<file path="src/rtl/lshs_pkg.sv">
// Shared types, codes and helpers for the limit switch homing sequencer.
// Depends on nothing; RTL files use it by scoped name, the testbench imports it.
package lshs_pkg;

    localparam int JOINTS = 6;
    localparam int JIDX_W = (JOINTS > 1) ? $clog2(JOINTS) : 1;
    localparam int RES_MAX = 3;

    localparam logic [30:0] BACKOFF_RESET = 31'd458752;

    typedef enum logic [1:0] {
        OP_START = 2'd0,
        OP_TICK  = 2'd1,
        OP_ABORT = 2'd2,
        OP_QUERY = 2'd3
    } op_t;

    typedef enum logic [2:0] {
        CMD_NONE    = 3'd0,
        CMD_JOG     = 3'd1,
        CMD_STOPJOG = 3'd2,
        CMD_MOVE    = 3'd3,
        CMD_SETPOS  = 3'd4,
        CMD_DONE    = 3'd5,
        CMD_STOPALL = 3'd6
    } cmd_t;

    typedef enum logic [2:0] {
        REG_JOINT_MIN   = 3'd0,
        REG_JOINT_MAX   = 3'd1,
        REG_HOME_OFFSET = 3'd2,
        REG_MAX_FAST    = 3'd3,
        REG_MAX_SLOW    = 3'd4,
        REG_BACKOFF     = 3'd5
    } reg_idx_t;

    typedef struct packed {
        op_t         opcode;
        logic [2:0]  joint;
        logic [30:0] req_fast;
        logic [30:0] req_slow;
        logic        limit_hit;
        logic        joint_moving;
        logic        estop;
    } item_t;

    typedef struct packed {
        cmd_t               command;
        logic [2:0]         target_joint;
        logic signed [31:0] position;
        logic signed [31:0] speed;
        logic [30:0]        accel;
        logic signed [31:0] min_limit;
        logic signed [31:0] max_limit;
        logic               busy_res;
        logic               last;
    } result_t;

    typedef struct packed {
        logic [1:0]            cnt;
        result_t [RES_MAX-1:0] res;
    } bundle_t;

    typedef struct packed {
        logic [31:0] joint_min;
        logic [31:0] joint_max;
        logic [31:0] home_offset;
        logic [30:0] max_fast_speed;
        logic [30:0] max_slow_speed;
        logic [30:0] backoff_angle;
    } cfg_t;

    // Saturate a 33-bit two's complement value into 32 bits.
    function automatic logic [31:0] sat33(input logic [32:0] v);
        logic [31:0] r;
        if (v[32] != v[31])
            r = v[32] ? 32'h8000_0000 : 32'h7FFF_FFFF;
        else
            r = v[31:0];
        return r;
    endfunction

    // Twice a speed magnitude, saturated at 2^31-1.
    function automatic logic [30:0] dbl_accel(input logic [30:0] s);
        logic [30:0] r;
        r = s[30] ? 31'h7FFF_FFFF : {s[29:0], 1'b0};
        return r;
    endfunction

    function automatic result_t mk_res(input cmd_t cmd, input logic [2:0] jt,
                                       input logic [31:0] pos, input logic [31:0] spd,
                                       input logic [30:0] acc, input logic [31:0] mn,
                                       input logic [31:0] mx);
        result_t r;
        r.command      = cmd;
        r.target_joint = jt;
        r.position     = pos;
        r.speed        = spd;
        r.accel        = acc;
        r.min_limit    = mn;
        r.max_limit    = mx;
        r.busy_res     = 1'b0;
        r.last         = 1'b0;
        return r;
    endfunction

endpackage

</file>
<file path="src/rtl/lshs_cfg.sv">
// Configuration register file of the homing sequencer.
// Depends on lshs_pkg for the register index codes and the cfg_t bundle.
module lshs_cfg
(
    input  logic                clk,
    input  logic                rst_n,
    input  logic                cfg_valid,
    output logic                cfg_ready,
    input  logic [2:0]          cfg_index,
    input  logic [31:0]         cfg_data,
    output lshs_pkg::cfg_t      cfg
);

    lshs_pkg::cfg_t cfg_reg;
    lshs_pkg::cfg_t cfg_next;

    assign cfg_ready = 1'b1;
    assign cfg       = cfg_reg;

    always_comb
    begin
        cfg_next = cfg_reg;
        if (cfg_valid)
        begin
            unique case (cfg_index)
                lshs_pkg::REG_JOINT_MIN:   cfg_next.joint_min      = cfg_data;
                lshs_pkg::REG_JOINT_MAX:   cfg_next.joint_max      = cfg_data;
                lshs_pkg::REG_HOME_OFFSET: cfg_next.home_offset    = cfg_data;
                lshs_pkg::REG_MAX_FAST:    cfg_next.max_fast_speed = cfg_data[30:0];
                lshs_pkg::REG_MAX_SLOW:    cfg_next.max_slow_speed = cfg_data[30:0];
                lshs_pkg::REG_BACKOFF:     cfg_next.backoff_angle  = cfg_data[30:0];
                default:                   cfg_next = cfg_reg;
            endcase
        end
    end

    always_ff @(posedge clk or negedge rst_n)
    begin
        if (!rst_n)
        begin
            cfg_reg.joint_min      <= '0;
            cfg_reg.joint_max      <= '0;
            cfg_reg.home_offset    <= '0;
            cfg_reg.max_fast_speed <= '0;
            cfg_reg.max_slow_speed <= '0;
            cfg_reg.backoff_angle  <= lshs_pkg::BACKOFF_RESET;
        end
        else
        begin
            cfg_reg <= cfg_next;
        end
    end

endmodule

</file>
<file path="src/rtl/lshs_core.sv">
// Homing phase machine, speed and limit storage, and result bundle builder.
// Depends on lshs_pkg for item, result, bundle and configuration types.
module lshs_core
(
    input  logic                 clk,
    input  logic                 rst_n,
    input  logic                 fire,
    input  lshs_pkg::item_t      item,
    input  lshs_pkg::cfg_t       cfg,
    output lshs_pkg::bundle_t    bundle
);

    typedef enum logic [4:0] {
        PH_IDLE    = 5'b00001,
        PH_FAST    = 5'b00010,
        PH_BACKOFF = 5'b00100,
        PH_SLOW    = 5'b01000,
        PH_FINAL   = 5'b10000
    } phase_t;

    phase_t      phase_reg, phase_next;
    logic [2:0]  active_joint_reg, active_joint_next;
    logic [30:0] fast_speed_reg, fast_speed_next;
    logic [30:0] slow_speed_reg, slow_speed_next;
    logic        switch_cleared_reg, switch_cleared_next;
    logic [31:0] done_min_reg, done_max_reg;
    logic [31:0] umin_reg [lshs_pkg::JOINTS];
    logic [31:0] umax_reg [lshs_pkg::JOINTS];

    logic        lim_we;
    logic [31:0] lim_min, lim_max;
    logic [31:0] q_min, q_max;
    logic [30:0] clamp_fast, clamp_slow;
    logic [2:0]  aj;
    logic        busy;

    assign aj         = active_joint_reg;
    assign clamp_fast = (item.req_fast < cfg.max_fast_speed) ? item.req_fast
                                                             : cfg.max_fast_speed;
    assign clamp_slow = (item.req_slow < cfg.max_slow_speed) ? item.req_slow
                                                             : cfg.max_slow_speed;
    assign lim_min = lshs_pkg::sat33({cfg.joint_min[31], cfg.joint_min}
                                     - {cfg.home_offset[31], cfg.home_offset});
    assign lim_max = lshs_pkg::sat33({cfg.joint_max[31], cfg.joint_max}
                                     - {cfg.home_offset[31], cfg.home_offset});

    always_comb
    begin
        if (32'(item.joint) < lshs_pkg::JOINTS)
        begin
            q_min = umin_reg[item.joint[lshs_pkg::JIDX_W-1:0]];
            q_max = umax_reg[item.joint[lshs_pkg::JIDX_W-1:0]];
        end
        else
        begin
            q_min = '0;
            q_max = '0;
        end
    end

    always_comb
    begin
        phase_next          = phase_reg;
        active_joint_next   = active_joint_reg;
        fast_speed_next     = fast_speed_reg;
        slow_speed_next     = slow_speed_reg;
        switch_cleared_next = switch_cleared_reg;
        lim_we              = 1'b0;
        bundle              = '0;

        case (item.opcode)
            lshs_pkg::OP_START:
            begin
                if (phase_reg == PH_IDLE && 32'(item.joint) < lshs_pkg::JOINTS)
                begin
                    fast_speed_next   = clamp_fast;
                    slow_speed_next   = clamp_slow;
                    active_joint_next = item.joint;
                    bundle.res[0] = lshs_pkg::mk_res(lshs_pkg::CMD_JOG, item.joint, '0,
                                                     32'd0 - {1'b0, clamp_fast},
                                                     lshs_pkg::dbl_accel(clamp_fast),
                                                     '0, '0);
                    bundle.cnt = 2'd1;
                    phase_next = PH_FAST;
                end
            end
            lshs_pkg::OP_QUERY:
            begin
                bundle.res[0] = lshs_pkg::mk_res(lshs_pkg::CMD_NONE, item.joint, '0, '0,
                                                 '0, q_min, q_max);
                bundle.cnt = 2'd1;
            end
            default:
            begin
                if (item.opcode == lshs_pkg::OP_ABORT || item.estop)
                begin
                    bundle.res[0] = lshs_pkg::mk_res(lshs_pkg::CMD_STOPJOG, aj, '0, '0,
                                                     '0, '0, '0);
                    bundle.res[1] = lshs_pkg::mk_res(lshs_pkg::CMD_STOPALL, 3'd0, '0, '0,
                                                     '0, '0, '0);
                    bundle.cnt = 2'd2;
                    phase_next = PH_IDLE;
                end
                else if (32'(aj) < lshs_pkg::JOINTS)
                begin
                    unique case (phase_reg)
                        PH_FAST:
                        begin
                            if (item.limit_hit)
                            begin
                                bundle.res[0] = lshs_pkg::mk_res(lshs_pkg::CMD_STOPJOG,
                                                aj, '0, '0, '0, '0, '0);
                                bundle.res[1] = lshs_pkg::mk_res(lshs_pkg::CMD_SETPOS,
                                                aj, cfg.joint_min, '0, '0, '0, '0);
                                bundle.res[2] = lshs_pkg::mk_res(lshs_pkg::CMD_MOVE, aj,
                                                lshs_pkg::sat33({cfg.joint_min[31],
                                                    cfg.joint_min}
                                                    + {2'b00, cfg.backoff_angle}),
                                                {1'b0, fast_speed_reg},
                                                lshs_pkg::dbl_accel(fast_speed_reg),
                                                '0, '0);
                                bundle.cnt          = 2'd3;
                                switch_cleared_next = 1'b0;
                                phase_next          = PH_BACKOFF;
                            end
                        end
                        PH_BACKOFF:
                        begin
                            if (!item.joint_moving && !item.limit_hit)
                            begin
                                if (!switch_cleared_reg)
                                begin
                                    switch_cleared_next = 1'b1;
                                end
                                else
                                begin
                                    bundle.res[0] = lshs_pkg::mk_res(lshs_pkg::CMD_JOG,
                                                    aj, '0,
                                                    32'd0 - {1'b0, slow_speed_reg},
                                                    lshs_pkg::dbl_accel(slow_speed_reg),
                                                    '0, '0);
                                    bundle.cnt = 2'd1;
                                    phase_next = PH_SLOW;
                                end
                            end
                        end
                        PH_SLOW:
                        begin
                            if (item.limit_hit)
                            begin
                                bundle.res[0] = lshs_pkg::mk_res(lshs_pkg::CMD_STOPJOG,
                                                aj, '0, '0, '0, '0, '0);
                                bundle.res[1] = lshs_pkg::mk_res(lshs_pkg::CMD_SETPOS,
                                                aj, cfg.joint_min, '0, '0, '0, '0);
                                bundle.res[2] = lshs_pkg::mk_res(lshs_pkg::CMD_MOVE, aj,
                                                cfg.home_offset,
                                                {1'b0, fast_speed_reg},
                                                lshs_pkg::dbl_accel(fast_speed_reg),
                                                '0, '0);
                                bundle.cnt = 2'd3;
                                lim_we     = 1'b1;
                                phase_next = PH_FINAL;
                            end
                        end
                        PH_FINAL:
                        begin
                            if (!item.joint_moving)
                            begin
                                bundle.res[0] = lshs_pkg::mk_res(lshs_pkg::CMD_SETPOS,
                                                aj, '0, '0, '0, '0, '0);
                                bundle.res[1] = lshs_pkg::mk_res(lshs_pkg::CMD_DONE,
                                                aj, '0, '0, '0, done_min_reg,
                                                done_max_reg);
                                bundle.cnt = 2'd2;
                                phase_next = PH_IDLE;
                            end
                        end
                        default:
                        begin
                            phase_next = phase_reg;
                        end
                    endcase
                end
            end
        endcase

        // Busy reflects the phase after this item; last marks the final result.
        busy = (phase_next != PH_IDLE);
        for (int k = 0; k < lshs_pkg::RES_MAX; k++)
        begin
            bundle.res[k].busy_res = (2'(k) < bundle.cnt) ? busy : 1'b0;
            bundle.res[k].last     = (2'(k + 1) == bundle.cnt);
        end
    end

    always_ff @(posedge clk or negedge rst_n)
    begin
        if (!rst_n)
        begin
            phase_reg          <= PH_IDLE;
            active_joint_reg   <= '0;
            fast_speed_reg     <= '0;
            slow_speed_reg     <= '0;
            switch_cleared_reg <= 1'b0;
            done_min_reg       <= '0;
            done_max_reg       <= '0;
            for (int j = 0; j < lshs_pkg::JOINTS; j++)
            begin
                umin_reg[j] <= '0;
                umax_reg[j] <= '0;
            end
        end
        else if (fire)
        begin
            phase_reg          <= phase_next;
            active_joint_reg   <= active_joint_next;
            fast_speed_reg     <= fast_speed_next;
            slow_speed_reg     <= slow_speed_next;
            switch_cleared_reg <= switch_cleared_next;
            if (lim_we)
            begin
                // Keep a copy for the done report so the table has one read port.
                done_min_reg                          <= lim_min;
                done_max_reg                          <= lim_max;
                umin_reg[aj[lshs_pkg::JIDX_W-1:0]] <= lim_min;
                umax_reg[aj[lshs_pkg::JIDX_W-1:0]] <= lim_max;
            end
        end
    end

    a_abort_idles: assert property (@(posedge clk) disable iff (!rst_n)
        (fire && item.opcode == lshs_pkg::OP_ABORT) |=> (phase_reg == PH_IDLE))
        else $error("abort did not return the sequencer to idle");

    a_active_joint_range: assert property (@(posedge clk) disable iff (!rst_n)
        (phase_reg != PH_IDLE) |-> (32'(active_joint_reg) < lshs_pkg::JOINTS))
        else $error("busy with an active joint out of range");

endmodule

</file>
<file path="src/rtl/lshs_emit.sv">
// Result serializer: holds one bundle of up to three results and shifts them out.
// Depends on lshs_pkg for the bundle and result types.
module lshs_emit
(
    input  logic                 clk,
    input  logic                 rst_n,
    input  logic                 load,
    input  lshs_pkg::bundle_t    bundle,
    output logic                 load_ok,
    output logic                 result_valid,
    input  logic                 result_ready,
    output lshs_pkg::result_t    result_data
);

    lshs_pkg::result_t res_reg [lshs_pkg::RES_MAX];
    logic              vld_reg, vld_next;
    logic [1:0]        cnt_reg, cnt_next;
    logic              xfer;

    assign xfer         = vld_reg && result_ready;
    assign load_ok      = !vld_reg || (cnt_reg == 2'd1 && result_ready);
    assign result_valid = vld_reg;
    assign result_data  = res_reg[0];

    always_comb
    begin
        vld_next = vld_reg;
        cnt_next = cnt_reg;
        if (load)
        begin
            vld_next = 1'b1;
            cnt_next = bundle.cnt;
        end
        else if (xfer)
        begin
            vld_next = (cnt_reg != 2'd1);
            cnt_next = cnt_reg - 2'd1;
        end
    end

    always_ff @(posedge clk or negedge rst_n)
    begin
        if (!rst_n)
        begin
            vld_reg <= 1'b0;
            cnt_reg <= '0;
        end
        else
        begin
            vld_reg <= vld_next;
            cnt_reg <= cnt_next;
        end
    end

    // Payload: load a whole bundle, or advance to the next result on a transfer.
    always_ff @(posedge clk)
    begin
        if (load)
        begin
            for (int k = 0; k < lshs_pkg::RES_MAX; k++)
            begin
                res_reg[k] <= bundle.res[k];
            end
        end
        else if (xfer)
        begin
            for (int k = 0; k < lshs_pkg::RES_MAX - 1; k++)
            begin
                res_reg[k] <= res_reg[k + 1];
            end
        end
    end

    a_load_when_free: assert property (@(posedge clk) disable iff (!rst_n)
        load |-> load_ok)
        else $error("bundle loaded over results not yet delivered");

    a_last_matches_count: assert property (@(posedge clk) disable iff (!rst_n)
        vld_reg |-> (res_reg[0].last == (cnt_reg == 2'd1)))
        else $error("last flag out of step with remaining result count");

endmodule

</file>
<file path="src/rtl/limit_switch_homing_sequencer_top.sv">
// Top level of the two-pass limit switch homing sequencer.
// Depends on lshs_pkg, lshs_cfg, lshs_core and lshs_emit.
//
// Homing sequencer for one joint at a time. Items (start, tick, abort, query)
// enter on the item channel, are held in an input register, and are resolved
// combinationally into a bundle of zero to three commands, which the result
// serializer hands out one per cycle while the result port is ready. An item is
// taken every cycle as long as the serializer can take its bundle: an item with
// k results occupies the single result port until all k have transferred, and
// the next bundle loads as its last result transfers. Items that produce no
// result (ignored starts, idle ticks, the first open read while backing off)
// retire even while earlier results are still waiting. The first result of an
// item is presented on the result port from the serializer register, after the
// item has passed the input register and been loaded into the serializer.
// Configuration writes are taken at any cycle and must only be issued while no
// item is in flight. All positions and speeds are signed Q16.16; sums saturate.
module limit_switch_homing_sequencer_top
(
    input  logic                clk,
    input  logic                rst_n,

    input  logic                item_valid,
    output logic                item_ready,
    input  lshs_pkg::item_t     item_data,

    output logic                result_valid,
    input  logic                result_ready,
    output lshs_pkg::result_t   result_data,

    input  logic                cfg_valid,
    output logic                cfg_ready,
    input  logic [2:0]          cfg_index,
    input  logic [31:0]         cfg_data
);

    lshs_pkg::item_t   item_reg;
    logic              item_vld_reg, item_vld_next;
    lshs_pkg::cfg_t    cfg;
    lshs_pkg::bundle_t bundle;
    logic              load_ok;
    logic              advance;
    logic              load;

    // Retire the held item when its results fit in the serializer, or it has none.
    assign advance    = item_vld_reg && (bundle.cnt == 2'd0 || load_ok);
    assign load       = advance && (bundle.cnt != 2'd0);
    assign item_ready = !item_vld_reg || advance;

    always_comb
    begin
        item_vld_next = item_vld_reg;
        if (item_ready)
        begin
            item_vld_next = item_valid;
        end
    end

    always_ff @(posedge clk or negedge rst_n)
    begin
        if (!rst_n)
        begin
            item_vld_reg <= 1'b0;
        end
        else
        begin
            item_vld_reg <= item_vld_next;
        end
    end

    // Capture the item payload on every transfer.
    always_ff @(posedge clk)
    begin
        if (item_valid && item_ready)
        begin
            item_reg <= item_data;
        end
    end

    lshs_cfg u_cfg
    (
        .clk       (clk),
        .rst_n     (rst_n),
        .cfg_valid (cfg_valid),
        .cfg_ready (cfg_ready),
        .cfg_index (cfg_index),
        .cfg_data  (cfg_data),
        .cfg       (cfg)
    );

    lshs_core u_core
    (
        .clk    (clk),
        .rst_n  (rst_n),
        .fire   (advance),
        .item   (item_reg),
        .cfg    (cfg),
        .bundle (bundle)
    );

    lshs_emit u_emit
    (
        .clk          (clk),
        .rst_n        (rst_n),
        .load         (load),
        .bundle       (bundle),
        .load_ok      (load_ok),
        .result_valid (result_valid),
        .result_ready (result_ready),
        .result_data  (result_data)
    );

endmodule

</file>
<file path="config.mk">
export PLATFORM = sky130hd
export DESIGN_NAME = limit_switch_homing_sequencer_top
export DESIGN_NICKNAME = d
export VERILOG_FILES = /design/src/rtl/lshs_pkg.sv /design/src/rtl/lshs_cfg.sv /design/src/rtl/lshs_core.sv /design/src/rtl/lshs_emit.sv /design/src/rtl/limit_switch_homing_sequencer_top.sv
export SDC_FILE = /design/constraint.sdc
export NUM_CORES = 2
export LEC_CHECK = 0
export ABC_AREA = 1
export CORE_UTILIZATION = 60
export DETAILED_ROUTE_END_ITERATION = 6
export DONT_BUFFER_PORTS = 1
export GPL_ROUTABILITY_DRIVEN = 0
export HOLD_SLACK_MARGIN = 0.05
export PLACE_DENSITY = 0.76
export SKIP_LAST_GASP = 1
export SYNTH_ARGS = -nofsm -noshare
export SYNTH_HDL_FRONTEND = slang
export SYNTH_SLANG_ARGS = --single-unit
export TNS_END_PERCENT = 50
</file>
<file path="constraint.sdc">
create_clock -name clk -period 24.9 [get_ports clk]
set_clock_uncertainty 0.05 [all_clocks]
set_input_delay 3.735 -clock clk [delete_from_list [all_inputs] [get_ports clk]]
set_output_delay 3.735 -clock clk [all_outputs]
set_load 0.005 [all_outputs]
</file>
==> impl_metrics.env <==
export IMPL_clock_path_buffers=3
export IMPL_setup_ws_ns=16.75
export IMPL_ys_seq_area_share_pct=53.7
export IMPL_r2r_start="item_reg[69]$_DFFE_PP_"
export IMPL_setup_viol=0
export IMPL_synth_edf_count=501
export IMPL_finalCritPeriodShare_pct=32.7
export IMPL_power_density_nw_per_um2=102
export IMPL_hold_depth=2
export IMPL_grt_max_degree=713
export IMPL_hpwl_mm=115
export IMPL_hold_viol_final=0
export IMPL_fp_row_count=116
export IMPL_slew_headroom_pct=17.2
export IMPL_slew_viol_final=0
export IMPL_synth_cells=7279
export IMPL_largest_reg_flops=431
export IMPL_antenna_found_initial=10
export IMPL_postCtsSetupBuffers=0
export IMPL_area_delta_synth_final_pct=5.40
export IMPL_max_freq_mhz=123
export IMPL_fin_setup_tns_ns=0
export IMPL_drt_total_wl_mm=179
export IMPL_drive_gt1_share_pct=4.51
export IMPL_holdBufCountCts=0
export IMPL_io_buffers=0
export IMPL_grt_ovfl_total=0
export IMPL_crit_chain="nand2_1 > nand2_1 > inv_1 > nand3_1"
export IMPL_drt_pass1_iter_count=7
export IMPL_worstHoldStart="u_core.umin_reg[83]$_DFFE_PN0P_"
export IMPL_die_h_um=321
export IMPL_worst_pin_slew_ns=1.24
export IMPL_syn_nets=7553
export IMPL_yosysMostFrequentCell="nand2_1"
export IMPL_grt_use_total_pct=34.6
export IMPL_p_leak_uw=0.0304
export IMPL_grt_pass1_vias=47500
export IMPL_synth_seq_cells=1213
export IMPL_die_w_um=321
export IMPL_drv_cap=0
export IMPL_synth_area_leaders="dfrtp_1 (29%), edfxtp_1 (25%), nand2_1 (15%)"
export IMPL_endpoint_kind="output port"
export IMPL_yosysWarnings=0
export IMPL_cts_sinks=1213
export IMPL_postCtsResizedCells=0
export IMPL_dp_worst_setup_slack_ns=16.83
export IMPL_outcome="finished, final reports clean"
export IMPL_rr_endpoint="u_core.umax_reg[106]$_DFFE_PN0P_"
export IMPL_crit_top_cell="nand2_1"
export IMPL_required_ns=21.11
export IMPL_cts_clk_slew_worst_paths_ns=0.06
export IMPL_tritoncts="done"
export IMPL_path_class="primary input to output port"
export IMPL_synth_area_leader_cell="dfrtp_1"
export IMPL_wire_per_inst_um=21.3
export IMPL_min_period_ns=8.15
export IMPL_yosys_top_cells_count="nand2_1 (2443), nor2_1 (748), dfrtp_1 (708)"
export IMPL_startpoint_type="primary input"
export IMPL_slowest_delay_ns=0.36
export IMPL_synth_cell_area_um2=61200
export IMPL_fin_nets=7211
export IMPL_async_reset_ff_share_pct=58.7
export IMPL_drc=0
export IMPL_vias=50300
export IMPL_cp_arrival_ns=4.36
export IMPL_hold_path_end="u_core.umin_reg[83]$_DFFE_PN0P_"
export IMPL_cp_max_fo=3
export IMPL_numCtsBuffers=120
export IMPL_grt_pass1_wl_mm=275
export IMPL_hp_class="register to register"
export IMPL_ir_worst_vdd_v=0.000103
export IMPL_die_area_um2=103000
export IMPL_postRouteAntennaNets=0
export IMPL_cp_slowest_cell="nand3_1"
export IMPL_synth_avg_cell_area_um2=8.40
export IMPL_critPathLaunch="result_ready"
export IMPL_vias_per_cell=5.98
export IMPL_h_tree_depth=3
export IMPL_cts_root_buf="clkbuf_16"
export IMPL_rsz0062_at_grt="false"
export IMPL_rr_worst_depth=24
export IMPL_drt_iter0_drc=6850
export IMPL_clk_latency_ns=0.73
export IMPL_netlist_cell_type_count=57
export IMPL_core_um2=101000
export IMPL_netlist_area_leader_share_pct=29.0
export IMPL_synth_flop_cell="dfrtp_1"
export IMPL_boundaryPins=280
export IMPL_fill_cells=8285
export IMPL_rrSetupSlack_ns=18.85
export IMPL_initial_core_util_pct=60.8
area by class of cell:
cell class                 instances  area, um2  share of cell area (%)
tap                             1357       1700                    2.63
timing repair buffer              57        500                   0.776
inverter                         558       2120                    3.28
multi-input combinational       4987      23300                    36.2
clock inverter                    61        520                   0.807
sequential                      1213      32900                    51.0
antenna                            7       17.5                  0.0272
clock buffer                     169       3410                    5.29
critical path, delay by kind of cell:
family,cells,cell delay [ns]
buffers and inverters,1,0.13
and+or+nand+nor,3,0.50
where the power goes:
| part | total [uW] | internal, uW | leakage, uW | switching [uW] |
|---|---|---|---|---|
| clock network | 1820 | 1010 | 0.00191 | 803 |
| logic | 2000 | 467 | 0.0144 | 1530 |
| registers | 2770 | 2530 | 0.0141 | 242 |
worst max path at each step:
stage,to,slack [ns]
global placement,item_ready,16.83
CTS,item_ready,16.82
global route,item_ready,16.73
floorplan,u_emit.res_reg[0][0]$_DFFE_PP_,13.03
detailed placement,item_ready,16.83
finish,item_ready,16.75
placed cells by master (no fill, tap or decap), types with 8 or more instances in the layout:
cell type	synthesis	routed
o21ai_1	70	70
a31oi_1	23	23
clkinv_2	0	23
clkbuf_8	0	12
a221oi_1	24	24
nand3_1	231	227
nand4_1	66	66
nor2_1	748	743
o221ai_1	17	17
o211ai_1	12	12
buf_4	178	53
clkinv_1	2	18
a21boi_0	10	10
a21oi_1	278	278
dfrtp_1	708	708
edfxtp_1	501	501
inv_2	17	13
nor3_1	78	78
o21ai_0	592	592
xnor2_1	34	33
ha_1	161	161
o21bai_1	18	18
nand3_2	8	12
a211oi_1	14	14
o22ai_1	9	9
clkbuf_1	203	32
nand3b_1	28	28
a21o_1	19	19
clkbuf_16	0	125
nand2_2	5	8
inv_1	538	532
nand2_1	2443	2438
xor2_1	47	47
through the flow:
step	instance area, um2	hold slack (ns)	utilization, %	cells	power (uW)
finish	64500	0.424	64.1	8409	6590
global route	64500	0.443	64.1	8406	6880
CTS	64400	0.427	64.0	8399	6510
detailed placement	60400	0.410	60.1	8169	4700
global placement	60400	0.406	60.1	8169	4670
floorplan	61200	0.394	-	7279	4180
cell families (layout without fill, tap and decap cells):
family                     after synthesis  count (layout)  synth area share, %
AOI/OAI and AO/OA                     1109            1109                 9.82
DFF                                   1213            1213                 53.7
xor gates and xnor gates                81              81                 1.16
other                                    1               8              0.00613
buffers and inverters                 1079             845                 8.28
adders and majority gates              164             164                 3.39
and+or+nand+nor                       3632            3632                 23.6
metal layers:
layer  vias to the layer above  GRT usage (%)  wire [um]
met2                      3058           52.1      78900
met3                       545           8.88      21400
met1                     23900           47.3      69900
met4                         4           15.8       8820
met5                         -              0         23
li1                      22800              -          -
No activity file was read; power rests on OpenSTA's default activity.
